**src/hdl/clfl_pkg.sv**
```systemverilog
// ----------------------------------------------------------------------------
// clfl_pkg
// Shared types, type codes and tables for the column field length calculator.
// ----------------------------------------------------------------------------
package clfl_pkg;

    // column type codes
    localparam logic [7:0] TYPE_TINY        = 8'h01;
    localparam logic [7:0] TYPE_SHORT       = 8'h02;
    localparam logic [7:0] TYPE_LONG        = 8'h03;
    localparam logic [7:0] TYPE_FLOAT       = 8'h04;
    localparam logic [7:0] TYPE_DOUBLE      = 8'h05;
    localparam logic [7:0] TYPE_TIMESTAMP   = 8'h07;
    localparam logic [7:0] TYPE_LONGLONG    = 8'h08;
    localparam logic [7:0] TYPE_INT24       = 8'h09;
    localparam logic [7:0] TYPE_DATE        = 8'h0A;
    localparam logic [7:0] TYPE_TIME        = 8'h0B;
    localparam logic [7:0] TYPE_DATETIME    = 8'h0C;
    localparam logic [7:0] TYPE_YEAR        = 8'h0D;
    localparam logic [7:0] TYPE_VARCHAR     = 8'h0F;
    localparam logic [7:0] TYPE_BIT         = 8'h10;
    localparam logic [7:0] TYPE_TIMESTAMP2  = 8'h11;
    localparam logic [7:0] TYPE_DATETIME2   = 8'h12;
    localparam logic [7:0] TYPE_TIME2       = 8'h13;
    localparam logic [7:0] TYPE_GEOMETRY    = 8'hF2;
    localparam logic [7:0] TYPE_JSON        = 8'hF5;
    localparam logic [7:0] TYPE_NEWDECIMAL  = 8'hF6;
    localparam logic [7:0] TYPE_ENUM        = 8'hF7;
    localparam logic [7:0] TYPE_SET         = 8'hF8;
    localparam logic [7:0] TYPE_TINY_BLOB   = 8'hF9;
    localparam logic [7:0] TYPE_MEDIUM_BLOB = 8'hFA;
    localparam logic [7:0] TYPE_LONG_BLOB   = 8'hFB;
    localparam logic [7:0] TYPE_BLOB        = 8'hFC;
    localparam logic [7:0] TYPE_VAR_STRING  = 8'hFD;
    localparam logic [7:0] TYPE_STRING      = 8'hFE;
    localparam logic [7:0] TYPE_GEOMETRY2   = 8'hFF;

    // reciprocal of nine for 8-bit operands: floor(x * 57 / 512) == floor(x / 9)
    localparam logic [5:0] RECIP9_MUL   = 6'd57;
    localparam int         RECIP9_SHIFT = 9;
    localparam logic [3:0] DIGIT_GROUP  = 4'd9;

    // how the final length is formed
    typedef enum logic [1:0] {
        KIND_VALUE   = 2'd0,
        KIND_DECIMAL = 2'd1,
        KIND_PREFIX  = 2'd2
    } kind_t;

    // decoded column descriptor
    typedef struct packed {
        kind_t       kind;
        logic [31:0] value;    // final length when kind is value
        logic [7:0]  int_dig;  // decimal integer digits
        logic [7:0]  frac_dig; // decimal fraction digits
        logic [2:0]  pfx_size; // prefix bytes, 1 to 4
    } dec_t;

    // bytes for a leftover group of digits
    function automatic logic [2:0] dig_bytes(input logic [3:0] r);
        logic [2:0] b;
        unique case (r)
            4'd0:    b = 3'd0;
            4'd1:    b = 3'd1;
            4'd2:    b = 3'd1;
            4'd3:    b = 3'd2;
            4'd4:    b = 3'd2;
            4'd5:    b = 3'd3;
            4'd6:    b = 3'd3;
            4'd7:    b = 3'd4;
            4'd8:    b = 3'd4;
            default: b = 3'd4;
        endcase
        return b;
    endfunction

endpackage

```
**src/hdl/clfl_decode.sv**
```systemverilog
// ----------------------------------------------------------------------------
// clfl_decode
// Type code decode: fixed lengths, fractional time sizes, bit field sizes,
// decimal digit split and prefix size selection.
// ----------------------------------------------------------------------------
module clfl_decode
    import clfl_pkg::*;
(
    input  logic [7:0]  type_code,
    input  logic [15:0] meta_word,
    output dec_t        dec
);

    logic [7:0]  hi;
    logic [7:0]  lo;
    logic [15:0] half_meta;
    logic        lo_bad;

    assign hi        = meta_word[15:8];
    assign lo        = meta_word[7:0];
    assign half_meta = 16'((17'(meta_word) + 17'd1) >> 1);
    assign lo_bad    = (lo == 8'd0) || (lo > 8'd4);

    // per type decode
    always_comb begin
        dec          = '0;
        dec.kind     = KIND_VALUE;
        dec.pfx_size = 3'd1;
        unique case (type_code)
            TYPE_TINY, TYPE_YEAR: dec.value = 32'd1;
            TYPE_SHORT: dec.value = 32'd2;
            TYPE_LONG, TYPE_FLOAT, TYPE_TIMESTAMP: dec.value = 32'd4;
            TYPE_DOUBLE, TYPE_LONGLONG, TYPE_DATETIME: dec.value = 32'd8;
            TYPE_INT24, TYPE_DATE, TYPE_TIME: dec.value = 32'd3;
            TYPE_TIMESTAMP2: dec.value = 32'(half_meta) + 32'd4;
            TYPE_DATETIME2:  dec.value = 32'(half_meta) + 32'd5;
            TYPE_TIME2:      dec.value = 32'(half_meta) + 32'd3;
            TYPE_VARCHAR, TYPE_VAR_STRING: begin
                dec.kind     = KIND_PREFIX;
                dec.pfx_size = (meta_word > 16'd255) ? 3'd2 : 3'd1;
            end
            TYPE_BIT: dec.value = 32'(hi) + 32'(lo != 8'd0);
            TYPE_NEWDECIMAL: begin
                if (lo <= hi) begin
                    dec.kind     = KIND_DECIMAL;
                    dec.int_dig  = hi - lo;
                    dec.frac_dig = lo;
                end
            end
            TYPE_JSON: begin
                dec.kind     = KIND_PREFIX;
                dec.pfx_size = lo_bad ? 3'd4 : lo[2:0];
            end
            TYPE_GEOMETRY, TYPE_TINY_BLOB, TYPE_MEDIUM_BLOB, TYPE_LONG_BLOB,
            TYPE_BLOB, TYPE_GEOMETRY2: begin
                if (!lo_bad) begin
                    dec.kind     = KIND_PREFIX;
                    dec.pfx_size = lo[2:0];
                end
            end
            TYPE_STRING: begin
                if (hi == TYPE_ENUM || hi == TYPE_SET) begin
                    dec.value = 32'(lo);
                end else begin
                    // maximum length exceeds 255 unless both high length bits are set
                    dec.kind     = KIND_PREFIX;
                    dec.pfx_size = (meta_word[13:12] != 2'b11) ? 3'd2 : 3'd1;
                end
            end
            default: dec.value = 32'd0;
        endcase
    end

endmodule

```
**src/hdl/column_field_length_calc_top.sv**
```systemverilog
// ----------------------------------------------------------------------------
// column_field_length_calc_top
// Sizes one row image column per transaction from its type and metadata.
// ----------------------------------------------------------------------------
// Three-stage pipeline taking one column descriptor per clock when the output
// side is not stalling, and presenting each field length on the result port
// from the stage three register. Stage one decodes the type code, stage two
// splits decimal digit counts by nine and masks the length prefix, stage three
// adds the decimal group sizes or prefix size plus prefix value, or passes the
// fixed length, and holds the result for the output. Each stage advances when
// the stage after it is empty or moving, so back-pressure on the result side
// fills bubbles before stopping the input. A length of zero marks an unknown
// type, a bad prefix size, a decimal scale above precision or a buffer
// shorter than the prefix.
module column_field_length_calc_top
    import clfl_pkg::*;
(
    input  logic        aclk,
    input  logic        aresetn,
    input  logic        s_valid,
    output logic        s_ready,
    input  logic [7:0]  s_type_code,
    input  logic [15:0] s_meta_word,
    input  logic [31:0] s_lead_bytes,
    input  logic [2:0]  s_avail_count,
    output logic        m_valid,
    input  logic        m_ready,
    output logic [31:0] m_field_length
);

    dec_t dec;

    // stage a: decoded descriptor
    logic        a_valid_reg;
    dec_t        a_dec_reg;
    logic [31:0] a_lead_reg;
    logic [2:0]  a_avail_reg;

    // stage b: digit groups and masked prefix
    logic        b_valid_reg;
    kind_t       b_kind_reg;
    logic [31:0] b_value_reg;
    logic [7:0]  b_int_dig_reg;
    logic [7:0]  b_frac_dig_reg;
    logic [4:0]  b_int_q_reg;
    logic [4:0]  b_frac_q_reg;
    logic [2:0]  b_pfx_size_reg;
    logic        b_pfx_ok_reg;
    logic [31:0] b_pfx_val_reg;

    // stage c: result
    logic        c_valid_reg;
    logic [31:0] c_length_reg;

    logic        a_ready;
    logic        b_ready;
    logic        c_ready;

    logic [13:0] int_prod;
    logic [13:0] frac_prod;
    logic [31:0] pfx_mask;
    logic [7:0]  int_left;
    logic [7:0]  frac_left;
    logic [8:0]  dec_len;
    logic [31:0] c_length_next;

    clfl_decode u_decode (
        .type_code (s_type_code),
        .meta_word (s_meta_word),
        .dec       (dec)
    );

    // stage enables
    assign c_ready = !c_valid_reg || m_ready;
    assign b_ready = !b_valid_reg || c_ready;
    assign a_ready = !a_valid_reg || b_ready;
    assign s_ready = a_ready;

    // divide by nine through reciprocal multiply
    assign int_prod  = 14'(a_dec_reg.int_dig)  * 14'(RECIP9_MUL);
    assign frac_prod = 14'(a_dec_reg.frac_dig) * 14'(RECIP9_MUL);

    // prefix byte mask
    always_comb begin
        unique case (a_dec_reg.pfx_size)
            3'd1:    pfx_mask = 32'h0000_00FF;
            3'd2:    pfx_mask = 32'h0000_FFFF;
            3'd3:    pfx_mask = 32'h00FF_FFFF;
            default: pfx_mask = 32'hFFFF_FFFF;
        endcase
    end

    // decimal leftover digits and group sizes
    assign int_left  = b_int_dig_reg  - 8'(b_int_q_reg)  * 8'(DIGIT_GROUP);
    assign frac_left = b_frac_dig_reg - 8'(b_frac_q_reg) * 8'(DIGIT_GROUP);
    assign dec_len   = {2'b00, b_int_q_reg, 2'b00} + {2'b00, b_frac_q_reg, 2'b00}
                     + 9'(dig_bytes(int_left[3:0])) + 9'(dig_bytes(frac_left[3:0]));

    // final length select
    always_comb begin
        unique case (b_kind_reg)
            KIND_DECIMAL: c_length_next = 32'(dec_len);
            KIND_PREFIX:  c_length_next = b_pfx_ok_reg ?
                                          (32'(b_pfx_size_reg) + b_pfx_val_reg) : 32'd0;
            default:      c_length_next = b_value_reg;
        endcase
    end

    // pipeline valid bits
    always_ff @(posedge aclk) begin
        if (!aresetn) begin
            a_valid_reg <= 1'b0;
            b_valid_reg <= 1'b0;
            c_valid_reg <= 1'b0;
        end else begin
            if (a_ready) begin
                a_valid_reg <= s_valid;
            end
            if (b_ready) begin
                b_valid_reg <= a_valid_reg;
            end
            if (c_ready) begin
                c_valid_reg <= b_valid_reg;
            end
        end
    end

    // pipeline payload
    always_ff @(posedge aclk) begin
        if (a_ready) begin
            a_dec_reg   <= dec;
            a_lead_reg  <= s_lead_bytes;
            a_avail_reg <= s_avail_count;
        end
        if (b_ready) begin
            b_kind_reg     <= a_dec_reg.kind;
            b_value_reg    <= a_dec_reg.value;
            b_int_dig_reg  <= a_dec_reg.int_dig;
            b_frac_dig_reg <= a_dec_reg.frac_dig;
            b_int_q_reg    <= int_prod[RECIP9_SHIFT +: 5];
            b_frac_q_reg   <= frac_prod[RECIP9_SHIFT +: 5];
            b_pfx_size_reg <= a_dec_reg.pfx_size;
            b_pfx_ok_reg   <= (a_avail_reg >= a_dec_reg.pfx_size);
            b_pfx_val_reg  <= a_lead_reg & pfx_mask;
        end
        if (c_ready) begin
            c_length_reg <= c_length_next;
        end
    end

    assign m_valid        = c_valid_reg;
    assign m_field_length = c_length_reg;

endmodule

```
**config.mk**
```make
export PLATFORM = sky130hd
export DESIGN_NAME = column_field_length_calc_top
export DESIGN_NICKNAME = d
export VERILOG_FILES = /design/src/hdl/clfl_pkg.sv /design/src/hdl/clfl_decode.sv /design/src/hdl/column_field_length_calc_top.sv
export SDC_FILE = /design/constraint.sdc
export NUM_CORES = 1
export LEC_CHECK = 0
export BUFFER_PORTS_ARGS = -buffer_cell sky130_fd_sc_hd__buf_2
export CAP_MARGIN = 20
export CORE_ASPECT_RATIO = 2
export CORE_MARGIN = 8
export CORE_UTILIZATION = 32
export CTS_CLUSTER_SIZE = 25
export DETAILED_ROUTE_END_ITERATION = 10
export PLACE_DENSITY_LB_ADDON = 0.2
export SLEW_MARGIN = 20
export SYNTH_ARGS = -nofsm -noshare
export SYNTH_HDL_FRONTEND = slang
export SYNTH_SLANG_ARGS = --single-unit
```
**constraint.sdc**
```tcl
create_clock -name aclk -period 5 [get_ports aclk]
set_clock_uncertainty 0.1 [all_clocks]
set_input_delay 1 -clock aclk [delete_from_list [all_inputs] [get_ports aclk]]
set_output_delay 1 -clock aclk [all_outputs]
set_load 0.01 [all_outputs]
```
# After elaboration in Yosys (flattened, before gate mapping)
# Memories as Yosys holds them, arrays and structs flattened.
# Index checks and enable logic that the tools add are counted.
# W data, S select, Z words.
# word_totals
regBits	211
latchBits	0
ram_bits	0
rom_bits	96
input_bits	63
n_memories	2
# memory_table
memory	depth	word_bits	read_ports	rd_clocked_by_memory_dff	write_ports	line	text
(name not given)	16	3	1	0	0	clfl_pkg.sv:62	unique case (r)
(name not given)	16	3	1	0	0	clfl_pkg.sv:62	
# classes
addsub	12
mul	4
div	0
n_lt_le_gt_ge	4
eq_ne	35
shifts	0
mux	15
n_bitwise	1
n_reduce_logical	18
# op_table
cell	count
$pmux W32 S10	1
$eq A8 B8 Y1 const B	12
$pmux W32 S3	1
$pmux W32 S2	1
$eq A8 B4 Y1 const B	7
$add A16 B3 Y17 const B	2
$add A3 B32 Y32	1
$and A32 B32 Y32	1
$eq A8 B5 Y1 const B	4
$mux W32	1
$mul A8 B6 Y14 const B	2
$eq A8 B3 Y1 const B	3
$add A16 B1 Y17 const B	1
$add A16 B2 Y17 const B	1
$eq A8 B2 Y1 const B	2
$gt A16 B8 Y1 const B	1
$pmux W3 S4	1
$reduce_or A3 Y1	4
$mul A5 B4 Y4 const B	2
$add A8 B1 Y9	1
$add A8 B3 Y9	1
$add A9 B3 Y9	1
$mux W3	3
$add A7 B7 Y8	1
22 further kinds	34

# Logic depth before layout (Yosys ltp)
# An unclocked memory read counts as a cell.
# depth
depth_word	6
mapped_depth	26
depth_no_buf	26

# By module
# From an unflattened synthesis, not the netlist that was laid out.
# unflattened
hier_cells	1054
area_unflattened_um2	12604.6
# modules_own_cells
mod	n_inst	cells_each	area_each_um2
column_field_length_calc_top	1	689	10092.2
clfl_decode	1	365	2512.4

# Worst setup path after synthesis
# OpenSTA, ideal clock, no wires.
# synth_path
path_type	register to register
from	reg b_int_dig_reg[2]
to	reg c_length_reg[8] (netlist: m_field_length[8]), data pin
arrival_time_ps	4672
setup_slack_ps	-33
stages_incl_launch_ff	25
path_buffers	0
period_less_slack_ps	5033
path_cell_list	edfxtp_1 -> inv_1 -> ha_1 -> xnor2_1 -> xor2_1 -> ha_1 -> nor2_1 -> fa_1 -> inv_1 -> ha_1 -> inv_1 -> o21ai_0 -> fa_1 -> inv_1 -> fa_1 -> inv_1 -> ha_1 -> fa_1 -> a21o_1 -> a21oi_1 -> inv_1 -> a21oi_1 -> nor2_1 -> o21ai_0 -> a21oi_1
# synth_via
elab_chain_cells	5
# synth_lines
item	line	text
start: declaration	column_field_length_calc_top.sv:43	logic [7:0] b_int_dig_reg;
start signal: assignment	column_field_length_calc_top.sv:138	b_int_dig_reg <= a_dec_reg.int_dig;
$sub A4 B4 Y4	column_field_length_calc_top.sv:94	assign int_left = b_int_dig_reg - 8'(b_int_q_reg) * 8'(DIGIT_GROUP);
$mem_v2 Z16 W3	-	
$add A8 B3 Y9	column_field_length_calc_top.sv:97	+ 9'(dig_bytes(int_left[3:0])) + 9'(dig_bytes(frac_left[3:0]));
$add A9 B3 Y9	column_field_length_calc_top.sv:97	
$pmux W32 S2	column_field_length_calc_top.sv:101	unique case (b_kind_reg)
net c_length_next[8]	column_field_length_calc_top.sv:65	logic [31:0] c_length_next;
end signal: assignment	column_field_length_calc_top.sv:147	c_length_reg <= c_length_next;
end: declaration	column_field_length_calc_top.sv:53	logic [31:0] c_length_reg;
# The timed path passes the listed nets, and every way through them passes these cells.
# A chain may end at the register's enable or synchronous reset.

# Worst setup path in the final report
# layout_path
from	reg b_int_dig_reg[2]
to	reg c_length_reg[7] (netlist: m_field_length[7]), data pin
# Same word-level chain as after synthesis.

==> run_results.csv <==
group,metric,value,unit
power,peakVddDrop,0.202,mV
power,p_switching,0.755,mW
timing,tightest_slew,969,ps
global_routing,grt_max_degree,75,
floorplanning,die-area,41300,um^2
setup_path,worstPathRequired,5040,ps
place,port_buffers,96,
logic_synthesis,synth_nets,1157,
clocking,clock_sink_count,181,
cells_and_area,n_antenna_cell,0,
setup_path,crit_type,"flop to flop",
setup_path,critPathLaunchType,"flop",
clocking,clkSlewWorstSetupHoldPaths,70,ps
clocking,tritoncts,"yes",
flow_run,max_cap_violations,0,
timing,min_period,4810,ps
global_routing,grt_pass1_vias,7946,
setup_path,crit_arrival,4850,ps
cells_and_area,layout-drive-gt1-share,0.165,
setup_path,end_kind,"flop",
clocking,postCtsHoldBufs,0,
power,power.leakage,5.53,nW
floorplanning,io_pins,97,
routing,totalWireLength,26.5,mm
cells_and_area,largest_reg_flops,38,
setup_path,reg2reg_slack,190,ps
routing,firstDrtPassIters,4,
setup_path,critPathMaxFanout,2,
routing,num_vias,7466,
cells_and_area,layout.nets,1256,
clocking,max-clock-path-buffers,2,
clocking,clock-root-buffer,"clkbuf_16",
logic_synthesis,syn_avg_cell_area,11.5,um^2
logic_synthesis,ys_seq_elements,181,
routing,drt_iter0_markers,251,
worst_hold_path,hold_depth,0,
timing,post-route-period-util,0.961,
logic_synthesis,async_flop_share,0,
routing,postRouteAntennaNets,0,
cells_and_area,final_util,0.373,
floorplanning,chipWidth,148,um
power,p_sw_frac,0.232,
timing,setup_viol,0,
place,gp_congestion,0.890,
cells_and_area,instances_no_fill,1516,
clocking,clk_latency,440,ps
worst_hold_path,hold_class,"flop to flop",
routing,wire_per_inst,17.5,um
global_routing,grt-ovfl-total,0,
floorplanning,placementRows,96,
routing,viasPerCell,4.92,
global_routing,antenna_found_initial,0,
floorplanning,die_y,279,um
setup_path,worst-r2r-cell-count,23,
setup_path,rr_startpoint,"b_int_dig_reg[2]",
routing,drc,0,
logic_synthesis,yosys_warnings,0,
timing,timing.fmax,208,MHz
logic_synthesis,syn_inst,963,
power,p_per_area,255,nW/um^2
global_routing,grt_pass1_wl,41.6,mm
timing,hold_violations,0,
place,place_hpwl,21.0,mm
logic_synthesis,synth_edf_count,178,
logic_synthesis,yosysSeqAreaShare,0.487,
worst_hold_path,hp-start,"a_lead_reg[2]",
timing,final_max_slew_viol_count,0,
worst_hold_path,holdPathEnd,"b_pfx_val_reg[2]",
setup_path,r2r-end,"m_field_length[7]",
power,p_comb_frac,0.085,
run_status,outcome,"complete, no violations",
floorplanning,core,34200,um^2
power,p_total,3.26,mW
cells_and_area,syn_to_final_growth,15.0,%
logic_synthesis,synth.distinct_cells,73,
clocking,h-tree-depth,4,
timing,slew-limit-headroom,0.348,
logic_synthesis,synthFlopType,"edfxtp_1",
place,dp.cells,1479,
global_routing,grt.total_usage,0.131,
logic_synthesis,synth_area,11100,um^2
floorplanning,initial_core_util,0.324,
power,power_frac_clock,0.386,
power,p_int,2.50,mW
timing,rsz0062_at_grt,"yes",
clocking,cts_buffers,17,
power,pwr-share-seq,0.529,
[metrics by stage]
stage                     hold slack (ps)  instance area, um^2  TNS (ps)  setup WS [ps]
after floorplan                       300                11100         0          0.996
after global placement                300                12100      -123          -84.6
after detailed placement              305                12100      -180           -106
after CTS                             318                12700         0           22.1
after global routing                  320                12800      -343           -131
final                                 314                12800         0            194
[worst max-delay path, cell delays in order, from the launching register on]
cell	delay, ps
edfxtp_1	400
inv_2	100
ha_4	210
xnor2_2	160
xor2_1	210
ha_2	220
nor2_2	50
fa_1	510
inv_2	50
ha_4	150
inv_2	50
o21ai_2	60
fa_1	480
inv_1	50
fa_1	380
inv_1	120
ha_1	240
a21o_1	190
a21oi_2	170
o21bai_1	90
a21oi_1	170
xor2_1	90
a22oi_1	170
o21ai_0	110
[timing repair]
action	in CTS	in global routing
setup endpoints to repair	2	6
pin swaps	3	13
buffers inserted	1	4
resized for setup	5	13
[synthesized netlist by cell type, types with 3 or more instances]
cell	number	share of area
nor2_1	60	0.020
nand2_1	57	0.019
a41oi_1	3	0.0024
and3_1	10	0.0056
o21a_1	4	0.0027
a21o_1	10	0.0068
nor3_1	23	0.010
o31ai_1	5	0.0034
nand3_1	31	0.014
inv_1	74	0.025
o21ai_1	4	0.0018
and2_1	16	0.0090
and4_1	4	0.0032
or2_2	4	0.0023
xnor2_1	50	0.039
a21oi_1	36	0.016
nor2b_1	25	0.014
o21ai_0	38	0.017
nor4_1	8	0.0045
xor2_1	38	0.030
a21boi_0	3	0.0020
buf_2	8	0.0036
or3_1	10	0.0056
dfxtp_1	3	0.0054
nand4_1	11	0.0062
edfxtp_1	178	0.48
nand2b_1	16	0.0090
a222oi_1	6	0.0054
fa_1	31	0.056
a22oi_1	5	0.0034
o211ai_1	5	0.0034
o21bai_1	3	0.0020
a31oi_1	6	0.0034
a22o_1	3	0.0024
clkbuf_1	22	0.0074
o22ai_1	4	0.0023
a211oi_1	3	0.0020
ha_1	100	0.11
a221oi_1	4	0.0032
[power groups by stage]
stage	Combinational (mW)	Clock [mW]	Sequential, mW
finish	0.277	1.26	1.72
global route	0.306	1.34	1.73
CTS	0.277	1.29	1.72
detailed placement	0.275	0	1.75
global placement	0.274	0	1.76
floorplan	0.167	0	1.75
[worst max-delay path by stage]
stage | startpoint | depth (start not counted) | slack, ps | end
final | b_int_dig_reg[2] | 23 | 190 | m_field_length[7]
after global placement | b_int_dig_reg[2] | 24 | -80 | m_field_length[8]
after CTS | b_int_dig_reg[2] | 24 | 20 | m_field_length[8]
after detailed placement | b_int_dig_reg[2] | 24 | -110 | m_field_length[8]
after global routing | b_frac_dig_reg[2] | 24 | -130 | m_field_length[8]
after floorplan | b_int_dig_reg[2] | 24 | 1 | m_field_length[8]
[placed cells by master (no fill, tap or decap), types with 4 or more instances in the layout]
cell       count
and3_1        10
inv_2          6
o21ai_0       36
edfxtp_1     178
ha_1          96
buf_4         18
o211ai_1       5
a31oi_1        6
nor4_1         7
nand4_1       11
a21oi_1       33
nor3_1        23
xnor2_1       49
and2_1        16
o31ai_1        5
o21a_1         4
o22ai_1        4
nand3_1       30
buf_2         96
nand2b_1      16
fa_1          30
inv_1         70
a21o_1        10
a222oi_1       6
clkbuf_16     17
clkbuf_8       4
nor2b_1       25
or3_1         10
nand2_1       56
or2_2          4
and4_1         4
xor2_1        38
nor2_1        59
a221oi_1       4
a22oi_1        5
o21ai_1        5
[logic make-up (layout without fill, tap and decap cells)]
| family | count (synthesis) | after routing | share of synthesized area |
|---|---|---|---|
| other | 1 | 1 | 0.000338 |
| AOI/OAI and AO/OA | 159 | 159 | 0.0942 |
| DFF | 181 | 181 | 0.487 |
| adders and majority gates | 131 | 131 | 0.169 |
| and+or+nand+nor | 289 | 289 | 0.136 |
| muxes | 2 | 2 | 0.00192 |
| buffers and inverters | 110 | 222 | 0.0392 |
| xor gates and xnor gates | 90 | 90 | 0.0724 |
[routing by layer]
metal	global-route usage	part of all wire	up-vias	wire length (um)
li1	-	-	3665	-
met2	0.254	0.56	160	14900
met1	0.122	0.36	3589	9430
met3	0.0244	0.037	52	993
met4	0.0831	0.042	0	1120
met5	0	0	-	0
[area by class of cell]
| type | instances | area, um^2 |
|---|---|---|
| clock inverter | 8 | 65.1 |
| multi-input combinational | 672 | 5350 |
| fill | 3393 | 21500 |
| tap | 441 | 552 |
| inverter | 76 | 285 |
| sequential | 181 | 5410 |
| timing repair buffer | 114 | 616 |
| clock buffer | 24 | 492 |
Power figures use the tool's default switching activity.
